==> src/sv/ppm_pkg.sv <==
`timescale 1ns / 1ps

package ppm_pkg;

    localparam logic [1:0] KIND_HEADER = 2'd0;
    localparam logic [1:0] KIND_SAMPLE = 2'd1;
    localparam logic [1:0] KIND_ERROR  = 2'd2;

    localparam logic [1:0] ERR_VARIANT   = 2'd0;
    localparam logic [1:0] ERR_HEADER    = 2'd1;
    localparam logic [1:0] ERR_DIMENSION = 2'd2;
    localparam logic [1:0] ERR_TRUNCATED = 2'd3;

    localparam logic [7:0] CHAR_P     = 8'h50;
    localparam logic [7:0] CHAR_3     = 8'h33;
    localparam logic [7:0] CHAR_6     = 8'h36;
    localparam logic [7:0] CHAR_0     = 8'h30;
    localparam logic [7:0] CHAR_9     = 8'h39;
    localparam logic [7:0] CHAR_HASH  = 8'h23;
    localparam logic [7:0] CHAR_LF    = 8'h0a;
    localparam logic [7:0] CHAR_SPACE = 8'h20;
    localparam logic [7:0] FULL_SCALE = 8'd255;

    typedef struct packed {
        logic [7:0] byte_value;
        logic       end_of_file;
    } t_in_item;

    typedef struct packed {
        logic [1:0]  kind;
        logic [15:0] image_width;
        logic [15:0] image_height;
        logic [7:0]  max_value;
        logic        is_binary;
        logic [7:0]  sample;
        logic [1:0]  error_code;
        logic        image_done;
    } t_out_item;

    // work handed from parser to scaler: raw value to scale, or a ready result
    typedef struct packed {
        logic       scale;
        logic       saturate;
        logic [9:0] value;
        t_out_item  res;
    } t_job;

    function automatic logic is_ws(input logic [7:0] c);
        return (c == CHAR_SPACE) || (c >= 8'd9 && c <= 8'd13);
    endfunction

endpackage

==> src/sv/ppm_stream_decoder.sv <==
`timescale 1ns / 1ps
// path: a sample beat passes the parser slot, the one-entry queue and an 18-step
//   restoring divider before it is offered; header and error beats skip the divider
// flow: the scaler takes no new job until the last is taken; other bytes are taken
//   one a cycle while the parser neither holds a job nor loads its sample count, and a
//   byte that makes a beat holds off the next byte until its job has left the parser slot
// reset: synchronous active-low i_rst_n returns parser, queue and divider to idle
module ppm_stream_decoder #(
    parameter int DIM_BITS = 16
) (
    input  logic               i_clk,
    input  logic               i_rst_n,
    input  logic               i_valid,
    output logic               o_ready,
    input  ppm_pkg::t_in_item  i_item,
    output logic               o_valid,
    input  logic               i_ready,
    output ppm_pkg::t_out_item o_item
);

    logic p_valid, p_ready;
    ppm_pkg::t_job p_job;
    logic r_q_valid;
    ppm_pkg::t_job r_q_job;
    logic [7:0] r_mv;
    logic s_ready;

    ppm_parse #(.DIM_BITS(DIM_BITS)) u_parse (
        .i_clk, .i_rst_n, .i_valid, .o_ready, .i_item,
        .o_job_valid(p_valid), .i_job_ready(p_ready), .o_job(p_job)
    );

    // one-entry queue; maxval is latched from the header beat
    assign p_ready = !r_q_valid || s_ready;

    always_ff @(posedge i_clk) begin
        if (!i_rst_n) r_q_valid <= 1'b0;
        else if (p_ready) r_q_valid <= p_valid;
    end

    always_ff @(posedge i_clk) begin
        if (p_ready && p_valid) r_q_job <= p_job;
        if (p_ready && p_valid && p_job.res.kind == ppm_pkg::KIND_HEADER)
            r_mv <= p_job.res.max_value;
    end

    ppm_scale u_scale (
        .i_clk, .i_rst_n, .i_valid(r_q_valid), .o_ready(s_ready), .i_job(r_q_job),
        .i_maxval(r_mv), .o_valid, .i_ready, .o_item
    );

endmodule

==> src/sv/ppm_parse.sv <==
`timescale 1ns / 1ps

module ppm_parse #(
    parameter int DIM_BITS = 16
) (
    input  logic              i_clk,
    input  logic              i_rst_n,
    input  logic              i_valid,
    output logic              o_ready,
    input  ppm_pkg::t_in_item i_item,
    output logic              o_job_valid,
    input  logic              i_job_ready,
    output ppm_pkg::t_job     o_job
);

    localparam int AccW = DIM_BITS + 2;
    localparam logic [AccW-1:0] AccMax = '1;
    localparam int CntW = 2 * DIM_BITS + 2;

    typedef enum logic [7:0] {
        PH_MAGIC  = 8'b0000_0001,
        PH_WIDTH  = 8'b0000_0010,
        PH_HEIGHT = 8'b0000_0100,
        PH_MAXVAL = 8'b0000_1000,
        PH_P3DATA = 8'b0001_0000,
        PH_P6SKIP = 8'b0010_0000,
        PH_P6DATA = 8'b0100_0000,
        PH_DRAIN  = 8'b1000_0000
    } t_phase;

    t_phase r_phase, n_phase;
    logic [AccW-1:0] r_acc, n_acc;
    logic r_has_digit, n_has_digit, r_active, n_active, r_invalid, n_invalid;
    logic r_comment, n_comment, r_bin, n_bin;
    logic [1:0] r_mpos, n_mpos;
    logic [DIM_BITS-1:0] r_w, n_w, r_h, n_h;
    logic [7:0] r_mv, n_mv;
    // width or height was zero or too wide
    logic r_dim_bad, n_dim_bad;
    logic [CntW-1:0] r_left, n_left;
    // sample count width*height*3 loaded in a wait cycle after maxval
    logic r_mul, n_mul;

    // up to two jobs produced from one byte; second held in a pending slot
    ppm_pkg::t_job r_pend, n_pend;
    logic r_pend_v, n_pend_v;
    ppm_pkg::t_job j0, j1;
    logic j0v, j1v;

    logic [7:0] c;
    logic eof, ws, dig, take;
    logic [AccW+3:0] prod10;

    assign c   = i_item.byte_value;
    assign eof = i_item.end_of_file;
    assign ws  = ppm_pkg::is_ws(c);
    assign dig = (c >= ppm_pkg::CHAR_0) && (c <= ppm_pkg::CHAR_9);

    assign o_ready = !r_pend_v && !r_mul && (!o_job_valid || i_job_ready) ? 1'b1 : 1'b0;
    assign take = i_valid && o_ready;

    always_comb begin
        o_job_valid = r_pend_v;
        o_job = r_pend;
    end

    function automatic ppm_pkg::t_job err_job(input logic [1:0] code);
        ppm_pkg::t_job j;
        j = '0;
        j.res.kind = ppm_pkg::KIND_ERROR;
        j.res.error_code = code;
        j.res.image_done = 1'b1;
        return j;
    endfunction

    always_comb begin
        logic [AccW-1:0] acc;
        logic has, mok, fin, bad;
        logic [1:0] cnt;
        ppm_pkg::t_job jj [2];
        ppm_pkg::t_job js;
        n_phase = r_phase; n_acc = r_acc; n_has_digit = r_has_digit;
        n_active = r_active; n_invalid = r_invalid; n_comment = r_comment;
        n_bin = r_bin; n_mpos = r_mpos; n_w = r_w; n_h = r_h; n_mv = r_mv;
        n_dim_bad = r_dim_bad;
        n_left = r_left; n_mul = 1'b0;
        n_pend = r_pend; n_pend_v = r_pend_v && !i_job_ready;
        cnt = 2'd0; jj[0] = '0; jj[1] = '0;
        acc = '0; has = 1'b0; mok = 1'b0; fin = 1'b0; bad = 1'b0; js = '0;
        j0 = '0; j1 = '0; j0v = 1'b0; j1v = 1'b0;
        prod10 = '0;
        if (r_mul) begin
            n_left = CntW'(r_w) * CntW'(r_h) * CntW'(3);
        end else if (take) begin
            // byte handling
            if (r_phase == PH_MAGIC || r_phase == PH_WIDTH || r_phase == PH_HEIGHT ||
                r_phase == PH_MAXVAL || r_phase == PH_P3DATA) begin
                if (r_comment) begin
                    if (c == ppm_pkg::CHAR_LF) n_comment = 1'b0;
                end else if (!r_active && c == ppm_pkg::CHAR_HASH) begin
                    n_comment = 1'b1;
                end else if (!r_active && ws) begin
                end else if (r_active && ws) begin
                    fin = 1'b1;
                end else begin
                    n_active = 1'b1;
                    if (r_phase == PH_MAGIC) begin
                        if (r_mpos == 2'd0) begin
                            if (c != ppm_pkg::CHAR_P) n_invalid = 1'b1;
                        end else if (r_mpos == 2'd1) begin
                            if (c == ppm_pkg::CHAR_3) n_bin = 1'b0;
                            else if (c == ppm_pkg::CHAR_6) n_bin = 1'b1;
                            else n_invalid = 1'b1;
                        end else n_invalid = 1'b1;
                        if (r_mpos != 2'd2) n_mpos = r_mpos + 2'd1;
                    end else if (!r_invalid) begin
                        if (dig) begin
                            prod10 = (AccW+4)'(r_acc) * (AccW+4)'(10)
                                     + (AccW+4)'(c - ppm_pkg::CHAR_0);
                            n_acc = (prod10 > (AccW+4)'(AccMax)) ? AccMax
                                    : prod10[AccW-1:0];
                            n_has_digit = 1'b1;
                        end else n_invalid = 1'b1;
                    end
                end
            end else if (r_phase == PH_P6SKIP || r_phase == PH_P6DATA) begin
                if (r_phase == PH_P6DATA || !ws) begin
                    n_phase = PH_P6DATA;
                    js = '0;
                    js.scale = 1'b1;
                    js.value = {2'b00, c};
                    js.res.kind = ppm_pkg::KIND_SAMPLE;
                    js.res.is_binary = 1'b1;
                    if (r_left == CntW'(1) || r_left == '0) begin
                        js.res.image_done = 1'b1;
                        n_phase = PH_DRAIN;
                    end
                    n_left = (r_left != '0) ? r_left - CntW'(1) : r_left;
                    jj[cnt[0]] = js; cnt = cnt + 2'd1;
                end
            end
            // end of token at end of file
            if (eof && n_active && !fin && n_phase == r_phase &&
                (r_phase == PH_MAGIC || r_phase == PH_WIDTH || r_phase == PH_HEIGHT ||
                 r_phase == PH_MAXVAL || r_phase == PH_P3DATA))
                fin = 1'b1;
            if (fin) begin
                acc = n_acc; has = n_has_digit;
                mok = (n_mpos == 2'd2) && !n_invalid;
                bad = (acc[AccW-1 -: 2] != 2'b00) || (acc == '0);
                n_acc = '0; n_has_digit = 1'b0; n_active = 1'b0;
                n_invalid = 1'b0; n_mpos = 2'd0;
                case (r_phase)
                    PH_MAGIC: begin
                        if (!mok) begin
                            jj[cnt[0]] = err_job(ppm_pkg::ERR_VARIANT); cnt = cnt + 2'd1;
                            n_phase = PH_DRAIN;
                        end else n_phase = PH_WIDTH;
                    end
                    PH_WIDTH, PH_HEIGHT: begin
                        if (!has) begin
                            jj[cnt[0]] = err_job(ppm_pkg::ERR_HEADER); cnt = cnt + 2'd1;
                            n_phase = PH_DRAIN;
                        end else if (r_phase == PH_WIDTH) begin
                            n_w = acc[DIM_BITS-1:0];
                            n_dim_bad = bad;
                            n_phase = PH_HEIGHT;
                        end else begin
                            n_h = acc[DIM_BITS-1:0];
                            n_dim_bad = r_dim_bad || bad;
                            n_phase = PH_MAXVAL;
                        end
                    end
                    PH_MAXVAL: begin
                        if (!has) begin
                            jj[cnt[0]] = err_job(ppm_pkg::ERR_HEADER); cnt = cnt + 2'd1;
                            n_phase = PH_DRAIN;
                        end else if (r_dim_bad || acc == '0 || acc > AccW'(255)) begin
                            jj[cnt[0]] = err_job(ppm_pkg::ERR_DIMENSION);
                            cnt = cnt + 2'd1;
                            n_phase = PH_DRAIN;
                        end else begin
                            n_mv = acc[7:0];
                            n_mul = 1'b1;
                            n_phase = r_bin ? PH_P6SKIP : PH_P3DATA;
                            js = '0;
                            js.res.kind = ppm_pkg::KIND_HEADER;
                            js.res.image_width = 16'(r_w);
                            js.res.image_height = 16'(r_h);
                            js.res.max_value = acc[7:0];
                            js.res.is_binary = r_bin;
                            jj[cnt[0]] = js; cnt = cnt + 2'd1;
                        end
                    end
                    PH_P3DATA: begin
                        if (!has) begin
                            jj[cnt[0]] = err_job(ppm_pkg::ERR_TRUNCATED);
                            cnt = cnt + 2'd1;
                            n_phase = PH_DRAIN;
                        end else begin
                            js = '0;
                            js.scale = 1'b1;
                            js.saturate = 1'b1;
                            js.value = (acc > AccW'(1023)) ? 10'd1023 : acc[9:0];
                            js.res.kind = ppm_pkg::KIND_SAMPLE;
                            if (r_left == CntW'(1) || r_left == '0) begin
                                js.res.image_done = 1'b1;
                                n_phase = PH_DRAIN;
                            end
                            n_left = (r_left != '0) ? r_left - CntW'(1) : r_left;
                            jj[cnt[0]] = js; cnt = cnt + 2'd1;
                        end
                    end
                    default: ;
                endcase
            end
            if (eof) begin
                case (n_phase)
                    PH_MAGIC: begin
                        jj[cnt[0]] = err_job(ppm_pkg::ERR_VARIANT); cnt = cnt + 2'd1;
                    end
                    PH_WIDTH, PH_HEIGHT, PH_MAXVAL: begin
                        jj[cnt[0]] = err_job(ppm_pkg::ERR_HEADER); cnt = cnt + 2'd1;
                    end
                    PH_DRAIN: ;
                    default: begin
                        jj[cnt[0]] = err_job(ppm_pkg::ERR_TRUNCATED); cnt = cnt + 2'd1;
                    end
                endcase
                n_phase = PH_MAGIC; n_acc = '0; n_has_digit = 1'b0; n_active = 1'b0;
                n_invalid = 1'b0; n_comment = 1'b0; n_mpos = 2'd0; n_bin = 1'b0;
                n_w = '0; n_h = '0; n_mv = '0; n_dim_bad = 1'b0; n_left = '0;
                n_mul = 1'b0;
            end
            j0 = jj[0]; j1 = jj[1];
            j0v = cnt != 2'd0; j1v = cnt == 2'd2;
            if (j0v) begin
                n_pend = j0;
                n_pend_v = 1'b1;
            end
        end
    end

    // second job of a byte waits here, blocking input until it goes out
    ppm_pkg::t_job r_second;
    logic r_second_v;

    always_ff @(posedge i_clk) begin
        if (!i_rst_n) begin
            r_phase <= PH_MAGIC; r_acc <= '0; r_has_digit <= 1'b0; r_active <= 1'b0;
            r_invalid <= 1'b0; r_comment <= 1'b0; r_bin <= 1'b0; r_mpos <= 2'd0;
            r_w <= '0; r_h <= '0; r_mv <= '0; r_dim_bad <= 1'b0; r_left <= '0;
            r_mul <= 1'b0;
            r_pend_v <= 1'b0; r_second_v <= 1'b0;
        end else begin
            r_phase <= n_phase; r_acc <= n_acc; r_has_digit <= n_has_digit;
            r_active <= n_active; r_invalid <= n_invalid; r_comment <= n_comment;
            r_bin <= n_bin; r_mpos <= n_mpos; r_w <= n_w; r_h <= n_h; r_mv <= n_mv;
            r_dim_bad <= n_dim_bad;
            r_left <= n_left; r_mul <= n_mul;
            if (r_second_v && (!r_pend_v || i_job_ready)) begin
                r_pend_v <= 1'b1;
                r_second_v <= 1'b0;
            end else begin
                r_pend_v <= n_pend_v;
                if (j1v) r_second_v <= 1'b1;
            end
        end
    end

    always_ff @(posedge i_clk) begin
        if (r_second_v && (!r_pend_v || i_job_ready)) r_pend <= r_second;
        else r_pend <= n_pend;
        if (j1v) r_second <= j1;
    end

endmodule

==> src/sv/ppm_scale.sv <==
`timescale 1ns / 1ps

// value*255/maxval by restoring division, one quotient bit per cycle; jobs that need no scaling pass straight through
module ppm_scale (
    input  logic               i_clk,
    input  logic               i_rst_n,
    input  logic               i_valid,
    output logic               o_ready,
    input  ppm_pkg::t_job      i_job,
    input  logic [7:0]         i_maxval,
    output logic               o_valid,
    input  logic               i_ready,
    output ppm_pkg::t_out_item o_item
);

    localparam int NumW = 18;

    typedef enum logic [2:0] {
        ST_IDLE = 3'b001,
        ST_DIV  = 3'b010,
        ST_OUT  = 3'b100
    } t_state;

    t_state r_state;
    ppm_pkg::t_job r_job;
    logic [NumW-1:0] r_num, r_quo;
    logic [8:0] r_rem;
    logic [4:0] r_bit;
    logic [7:0] r_mv;
    logic [9:0] rem_sh;
    logic [NumW-1:0] q;

    assign o_ready = (r_state == ST_IDLE);
    assign o_valid = (r_state == ST_OUT);
    assign rem_sh = {r_rem, r_num[NumW-1]};

    always_comb begin
        o_item = r_job.res;
        q = r_quo;
        if (r_job.scale) begin
            if (r_job.saturate) o_item.sample = (q > NumW'(255)) ? 8'd255 : q[7:0];
            else o_item.sample = q[7:0];
        end
    end

    always_ff @(posedge i_clk) begin
        if (!i_rst_n) begin
            r_state <= ST_IDLE;
        end else begin
            case (r_state)
                ST_IDLE: begin
                    if (i_valid) begin
                        r_job <= i_job;
                        r_mv <= i_maxval;
                        r_num <= NumW'(i_job.value) * NumW'(ppm_pkg::FULL_SCALE);
                        r_rem <= '0;
                        r_quo <= '0;
                        r_bit <= 5'(NumW);
                        if (!i_job.scale) r_state <= ST_OUT;
                        else if (i_maxval == '0) begin
                            r_quo <= i_job.saturate ? NumW'(255) : NumW'(i_job.value);
                            r_state <= ST_OUT;
                        end else r_state <= ST_DIV;
                    end
                end
                ST_DIV: begin
                    r_num <= {r_num[NumW-2:0], 1'b0};
                    if (rem_sh >= {2'b00, r_mv}) begin
                        r_rem <= 9'(rem_sh - {2'b00, r_mv});
                        r_quo <= {r_quo[NumW-2:0], 1'b1};
                    end else begin
                        r_rem <= rem_sh[8:0];
                        r_quo <= {r_quo[NumW-2:0], 1'b0};
                    end
                    r_bit <= r_bit - 5'd1;
                    if (r_bit == 5'd1) r_state <= ST_OUT;
                end
                ST_OUT: if (i_ready) r_state <= ST_IDLE;
                default: r_state <= ST_IDLE;
            endcase
        end
    end

endmodule

==> config.mk <==
export PLATFORM = sky130hd
export DESIGN_NAME = ppm_stream_decoder
export DESIGN_NICKNAME = d
export VERILOG_FILES = /design/src/sv/ppm_pkg.sv /design/src/sv/ppm_stream_decoder.sv /design/src/sv/ppm_parse.sv /design/src/sv/ppm_scale.sv
export SDC_FILE = /design/constraint.sdc
export NUM_CORES = 2
export LEC_CHECK = 0
export ABC_AREA = 1
export BUFFER_PORTS_ARGS = -buffer_cell sky130_fd_sc_hd__buf_4
export CORE_AREA = 2 2 259 312
export CTS_BUF_LIST = sky130_fd_sc_hd__clkbuf_16
export CTS_CLUSTER_DIAMETER = 150
export CTS_CLUSTER_SIZE = 24
export DETAILED_ROUTE_END_ITERATION = 10
export DIE_AREA = 0 0 261 314
export RECOVER_POWER = 100
export SETUP_SLACK_MARGIN = 0.3
export SYNTH_ARGS = -nofsm -noshare
export SYNTH_HDL_FRONTEND = slang
export SYNTH_SLANG_ARGS = --single-unit
==> constraint.sdc <==
create_clock -name i_clk -period 22.4 [get_ports i_clk]
set_clock_uncertainty 0.1 [all_clocks]
set_input_delay 2.24 -clock i_clk [delete_from_list [all_inputs] [get_ports i_clk]]
set_output_delay 2.24 -clock i_clk [all_outputs]
set_load 0.005 [all_outputs]
# --- Word-level counts from Yosys, hierarchy flattened ---
# Cells that the tools add are included.
word_totals:
  reg_bits: 427
  inputBits: 13
  out_inout_bits: 56
  elab_cells: 445
op_classes:
  addsub: 8
  multipliers: 4
  order_cmp: 13
  eq_ne: 38
  mux: 210
  bitwise_logic: 29
  reduce_logical: 77
op_table:
  columns: ["operator", "count"]
  rows:
  - ["$mux W132", 9]
  - ["$mux W66", 11]
  - ["$pmux W132 S4", 1]
  - ["$pmux W132 S3", 1]
  - ["$and A126 B126 Y126", 3]
  - ["$not A126 Y126", 3]
  - ["$mux W34", 10]
  - ["$mux W18", 17]
  - ["$bwmux W132", 2]
  - ["$and A128 B128 Y128", 2]
  - ["$not A128 Y128", 2]
  - ["$and A124 B124 Y124", 2]
  - ["$not A124 Y124", 2]
  - ["$mux W16", 10]
  - ["$mux W8", 19]
  - ["$demux W66 S1", 2]
  - ["$mux W1", 85]
  - ["$pmux W18 S2", 2]
  - ["$mux W2", 24]
  - ["$eq A8 B6 Y1 const B", 5]
  - ["$gt A18 B8 Y1 const B", 2]
  - ["$eq A34 B1 Y1 const B", 1]
  - ["$logic_not A34 Y1", 1]
  - ["$mul A32 B2 Y34 const B", 1]
  - ["other kinds (68)", 162]

# --- Longest topological paths before layout ---
logic_depth:
  depth_word: 34
  ltp_mapped: 47
  mapped_depth_nobuf: 47

# --- Hierarchy ---
# A second synthesis with hierarchy kept.
unflattened:
  cells_unflattened: 3916
  area_unflattened_um2: 33004.2
modules_own_cells:
  columns: ["mod", "n_inst", "cells_per_inst", "area_per_inst_um2", "seq_area_each_um2"]
  rows:
  - ["ppm_parse", 1, 3068, 23201.0, 5455.2]
  - ["ppm_scale", 1, 764, 7523.5, 3483.3]
  - ["ppm_stream_decoder", 1, 84, 2279.7, 2242.2]

# --- Least setup slack after synthesis ---
# Ideal clock, no wire load.
synth_timing:
  kind: "input -> register"
  startpoint: "input i_item[5] in the netlist's numbering"
  endpoint: "register u_parse.r_second[0] in the netlist's numbering (enable)"
  setup_ps: 470
  arrival_ps: 8133
  required_ps: 21830
  path_slack_ps: 13697
  stages: 26
  n_path_buf: 1
  path_cell_list: "ha_1 > nor2_1 > ha_1 > a21o_1 > a21oi_2 > nand2_1 > nand2_1 > nand3_1 > nand2_1 > nand2_1 > nor2_4 > buf_6 > nand3_1 > nand2_1 > nand4_1 > nor2_1 > nand3_2 > nand3_1 > nand2_2 > a21oi_4 > nand3_4 > nand2_1 > nand2_1 > nand2_1 > nand2_1 > nor2_1"
synth_between:
  elab_chain_cells: 31
  word_cells_on_any_way: 129
  cone_classes: "add/sub (4); order compare (6); eq/ne (9); mux (92); reduce/logical (18)"
synth_lines:
  columns: ["element", "line", "text"]
  rows:
  - ["from (decl)", "ppm_stream_decoder.sv:15", "input ppm_pkg::t_in_item i_item,"]
  - ["branches (longest 25 deep; another with $add A22 B22 Y22)", null, null]
  - ["$mux W2 *", "ppm_parse.sv:217", "if (eof) begin"]
  - ["$mux W2 *", "ppm_parse.sv:94", "end else if (take) begin"]
  - ["$mux W2 *", "ppm_parse.sv:92", "if (r_mul) begin"]
  - ["$eq A2 B2 Y1 *", "ppm_parse.sv:236", "j0v = cnt != 2'd0; j1v = cnt == 2'd2;"]
  - ["$mux W1 *", "ppm_parse.sv:94", null]
  - ["$mux W1 *", "ppm_parse.sv:92", null]
  - ["named net u_parse.j1v", "ppm_parse.sv:48", "logic j0v, j1v;"]
  - ["to (signal assigned)", "ppm_parse.sv:274", "if (j1v) r_second <= j1;"]
  - ["to (decl)", "ppm_parse.sv:245", "ppm_pkg::t_job r_second;"]
# Mark *: on every way through the listed nets, which the timed path passes. The select of a mux whose other input is x is not followed.
# A chain may end at the register's enable or synchronous reset.

# --- Worst setup path after layout ---
layout_timing:
  startpoint: "register u_parse.r_acc[1]"
  endpoint: "register u_parse.r_second[28] in the netlist's numbering (enable)"
layout_between:
  elab_chain_cells: 31
  word_cells_on_any_way: 32
  cone_classes: "add/sub (1); mul (1); order compare (2); eq/ne (2); mux (23); reduce/logical (3)"
layout_lines:
  columns: ["element", "line", "text"]
  rows:
  - ["from (decl)", "ppm_parse.sv:32", "logic [AccW-1:0] r_acc, n_acc;"]
  - ["from (signal assigned)", "ppm_parse.sv:256", "r_phase <= n_phase; r_acc <= n_acc; r_has_digit <= n_has_digit;"]
  - ["$mul A18 B3 Y21", "ppm_parse.sv:118", "prod10 = (AccW+4)'(r_acc) * (AccW+4)'(10)"]
  - ["$add A22 B22 Y22", "ppm_parse.sv:119", "+ (AccW+4)'(c - ppm_pkg::CHAR_0);"]
  - ["$gt A22 B18 Y1", "ppm_parse.sv:120", "n_acc = (prod10 > (AccW+4)'(AccMax)) ? AccMax"]
  - ["$mux W18", "ppm_parse.sv:120", null]
  - ["$mux W18", "ppm_parse.sv:117", "if (dig) begin"]
  - ["$mux W18", "ppm_parse.sv:116", "end else if (!r_invalid) begin"]
  - ["$mux W18", "ppm_parse.sv:107", "if (r_phase == PH_MAGIC) begin"]
  - ["$mux W18", "ppm_parse.sv:103", "end else if (r_active && ws) begin"]
  - ["[... 16 more ...]", null, null]
  - ["$mux W2 *", null, null]
  - ["$mux W2 *", "ppm_parse.sv:217", null]
  - ["$mux W2 *", "ppm_parse.sv:94", null]
  - ["$mux W2 *", "ppm_parse.sv:92", null]
  - ["$eq A2 B2 Y1 *", "ppm_parse.sv:236", null]
  - ["$mux W1 *", "ppm_parse.sv:94", null]
  - ["$mux W1 *", "ppm_parse.sv:92", null]
  - ["named net u_parse.j1v", "ppm_parse.sv:48", null]
# Marked as above.

==> run metrics <==
CTS tree built; CTS H-tree lvls 1; Setup CP Type reg2reg; row cnt 113; Hold Slack 0.311 ns; post-route ant nets 0; CTS clk-pin slew, worst paths 0.10 ns; Slowest-stage cell, CP clkbuf_1; Top delay family on crit path simple AND/OR/NAND/NOR gates; Setup TNS 0 ns; # clock sinks 390; I/O Buffers 68; share of post-route cells with drive strength above 1 0.0416; Peak Freq 93.2 MHz; CP max FO 45; Worst setup SP type flip-flop; Flop pwr share 0.475; drt pass-1 iters 5; global route total overflow 0; Power Density 58.0 mW/mm^2; post-CTS resize count 0; Hold Buf Count CTS 0; synth top area cells edfxtp_1, fa_1, ha_1, nand2_1, inv_1; CTS Buf Count 20; failing checks max-capacitance violations, max-slew violations; Mapped Cells 3634; global-route wire length before repair 124 mm; Final nets 4121; Seq/Total Area, Yosys 0.339; clock power share 0.211; HPWL after DPL 58.0 mm; P&R area growth vs syn 5.02%; Ys Warns 0; # IOs 69; CP endpoint kind flip-flop; clk root buf clkbuf_16; Post-Layout Cell Count 4665; area of the core 0.0789 mm^2; CTS Buffer Depth 3; vias in the first global route 23500; overall routing resource usage 0.188; status finished, violations left; Min-Delay Path Class reg2reg; largest area contributor in the netlist edfxtp_1; DIE AREA 0.0820 mm^2; EDFF count, synth 283; MaxCap Viol Count 10; Final Hold Viols 0; arrival time worst endpoint 10.74 ns; Die X 261 um; Comb power frac 0.313; Post-Place Cells 4628; Yosys cell types 65; fillers 7936; Multi-input gate area 0.0175 mm^2; Die Height 314 um; Yosys reg bits 390; total power draw 1910 uW; final worst path period share 0.479; via count 23100; post-CTS setup buffers 0; worst vdd ir 44.7 uV; switch share 0.344; Sw Pwr 659 uW; CP max stage delay 1.87 ns; area fraction of the dominant cell type after synthesis 0.271; Final Setup Violations 0; Top FF cell, synth edfxtp_1; initial drt markers 1406; top post-synthesis cells by count nand2_1, inv_1, edfxtp_1, a21oi_1, ha_1; gpl congestion 0.935; starting density of the core 0.398; average wire per standard cell 16.3 um; DR DRC count 0; Leakage 0.0157 uW; register area 0.0106 mm^2; Post-Syn Area per Cell 8.64 um^2; Slew @ Worst Pin 3.27 ns; Rel. slew slack -1.18; Post-synth ARST share 0; required time worst endpoint 22.42 ns; min cycle time layout 10.73 ns; CP Buf/Inv Count 4; count leader, synth nand2_1; initial antenna violation count 0; Slew Viols, Final 463; largest net degree at the start of global routing 66; unrepaired setup endpoints after global routing false; vias per cell 4.95; synthesized area 0.0314 mm^2; Int Pwr 1260 uW; worst-skew pair later-pin latency 0.57 ns; most common cell type on the critical path nand2_1; drt total wl 76.1 mm
-- worst paths after layout --
kind | to | from | depth (start not counted) | slack, ns
max | u_parse.r_second[28]$_SDFFCE_PN0P_ | u_parse.r_acc[1]$_SDFFE_PN0P_ | 44 | 11.67
min | u_scale.o_item[17]$_DFFE_PP_ | r_q_job[17]$_DFFE_PP_ | 0 | 0.31
max reg2reg | u_parse.r_second[28]$_SDFFCE_PN0P_ | u_parse.r_acc[1]$_SDFFE_PN0P_ | 44 | 11.67
min reg2reg | u_scale.o_item[17]$_DFFE_PP_ | r_q_job[17]$_DFFE_PP_ | 0 | 0.31
-- power by group through the flow --
stage | sequential [uW] | clock (uW) | combinational, uW
after floorplan | 892 | 0 | 494
after global placement | 922 | 0 | 606
after detailed placement | 923 | 0 | 614
after CTS | 907 | 417 | 618
after global routing | 916 | 439 | 695
final | 909 | 405 | 600
-- cell type report --
class | count | area share
Tap cell | 1035 | 0.0393
Timing Repair Buffer | 90 | 0.0173
Antenna cell | 1 | 0.0000759
Clock inverter | 16 | 0.00273
Clock buffer | 20 | 0.0152
Sequential cell | 390 | 0.323
Inverter | 630 | 0.0718
Multi-Input combinational cell | 2483 | 0.531
-- cells by family (layout without fill, tap and decap cells) --
kind of cell	after synthesis	in the layout	share of synthesized area
AND/OR/NAND/NOR	1239	1239	0.167
buffers and inverters	811	756	0.104
AO/OA/AOI/OAI	606	606	0.110
adder cells (fa/ha/maj)	493	493	0.253
flip-flops	390	390	0.339
XOR/XNOR	94	94	0.0262
other	1	52	0.000119
-- metal layers --
layer	GRT usage	vias up	wire length (um)	part of all wire
met4	0.0535	0	2030	0.027
met1	0.224	11000	30900	0.41
li1	-	11600	-	-
met3	0.0146	115	2200	0.029
met2	0.359	378	41000	0.54
met5	0	-	0	0
-- cell usage in the layout, fill, tap and decap left out, drive strengths merged, types with 2 or more instances in the layout --
master / netlist / layout
o21ai: 225 / 225
buf: 58 / 24
nor4: 12 / 12
o221a: 2 / 2
clkinv: 6 / 9
nand4: 34 / 34
o2111ai: 9 / 9
a31oi: 29 / 29
nor3: 34 / 34
o22ai: 11 / 11
a21oi: 263 / 263
fa: 238 / 238
a21o: 5 / 5
nor2: 232 / 232
dfxtp: 107 / 107
clkbuf: 123 / 86
o21a: 6 / 6
and2: 3 / 3
conb: 1 / 51
a221oi: 4 / 4
o21bai: 13 / 13
nand2: 805 / 805
a21boi: 7 / 7
or2: 23 / 23
edfxtp: 283 / 283
xnor2: 33 / 33
nand3b: 7 / 7
a211oi: 4 / 4
xor2: 61 / 61
inv: 624 / 637
nand3: 83 / 83
o211ai: 10 / 10
nor3b: 3 / 3
ha: 255 / 255
o31ai: 15 / 15
-- sequential cells by signal, summed over array words and instances (netlist names), 9 cells and up --
register and cells:
r_q_job 57, u_parse.o_job 57, u_parse.r_acc 18, u_parse.r_h 16, u_parse.r_left 34, u_parse.r_second 56
u_parse.r_w 16, u_scale.o_item 46, u_scale.q 18, u_scale.r_num 18, u_scale.r_rem 9
-- through the flow --
| stage | util | worst slack, ns | instance area, um^2 |
|---|---|---|---|
| after detailed placement | 0.415 | 13.51 | 32700 |
| after floorplan | - | 13.70 | 31600 |
| after global placement | 0.415 | 13.60 | 32700 |
| after CTS | 0.422 | 13.50 | 33300 |
| final | 0.418 | 11.67 | 33000 |
| after global routing | 0.418 | 10.33 | 33000 |
No activity file was read; power rests on OpenSTA's default activity.
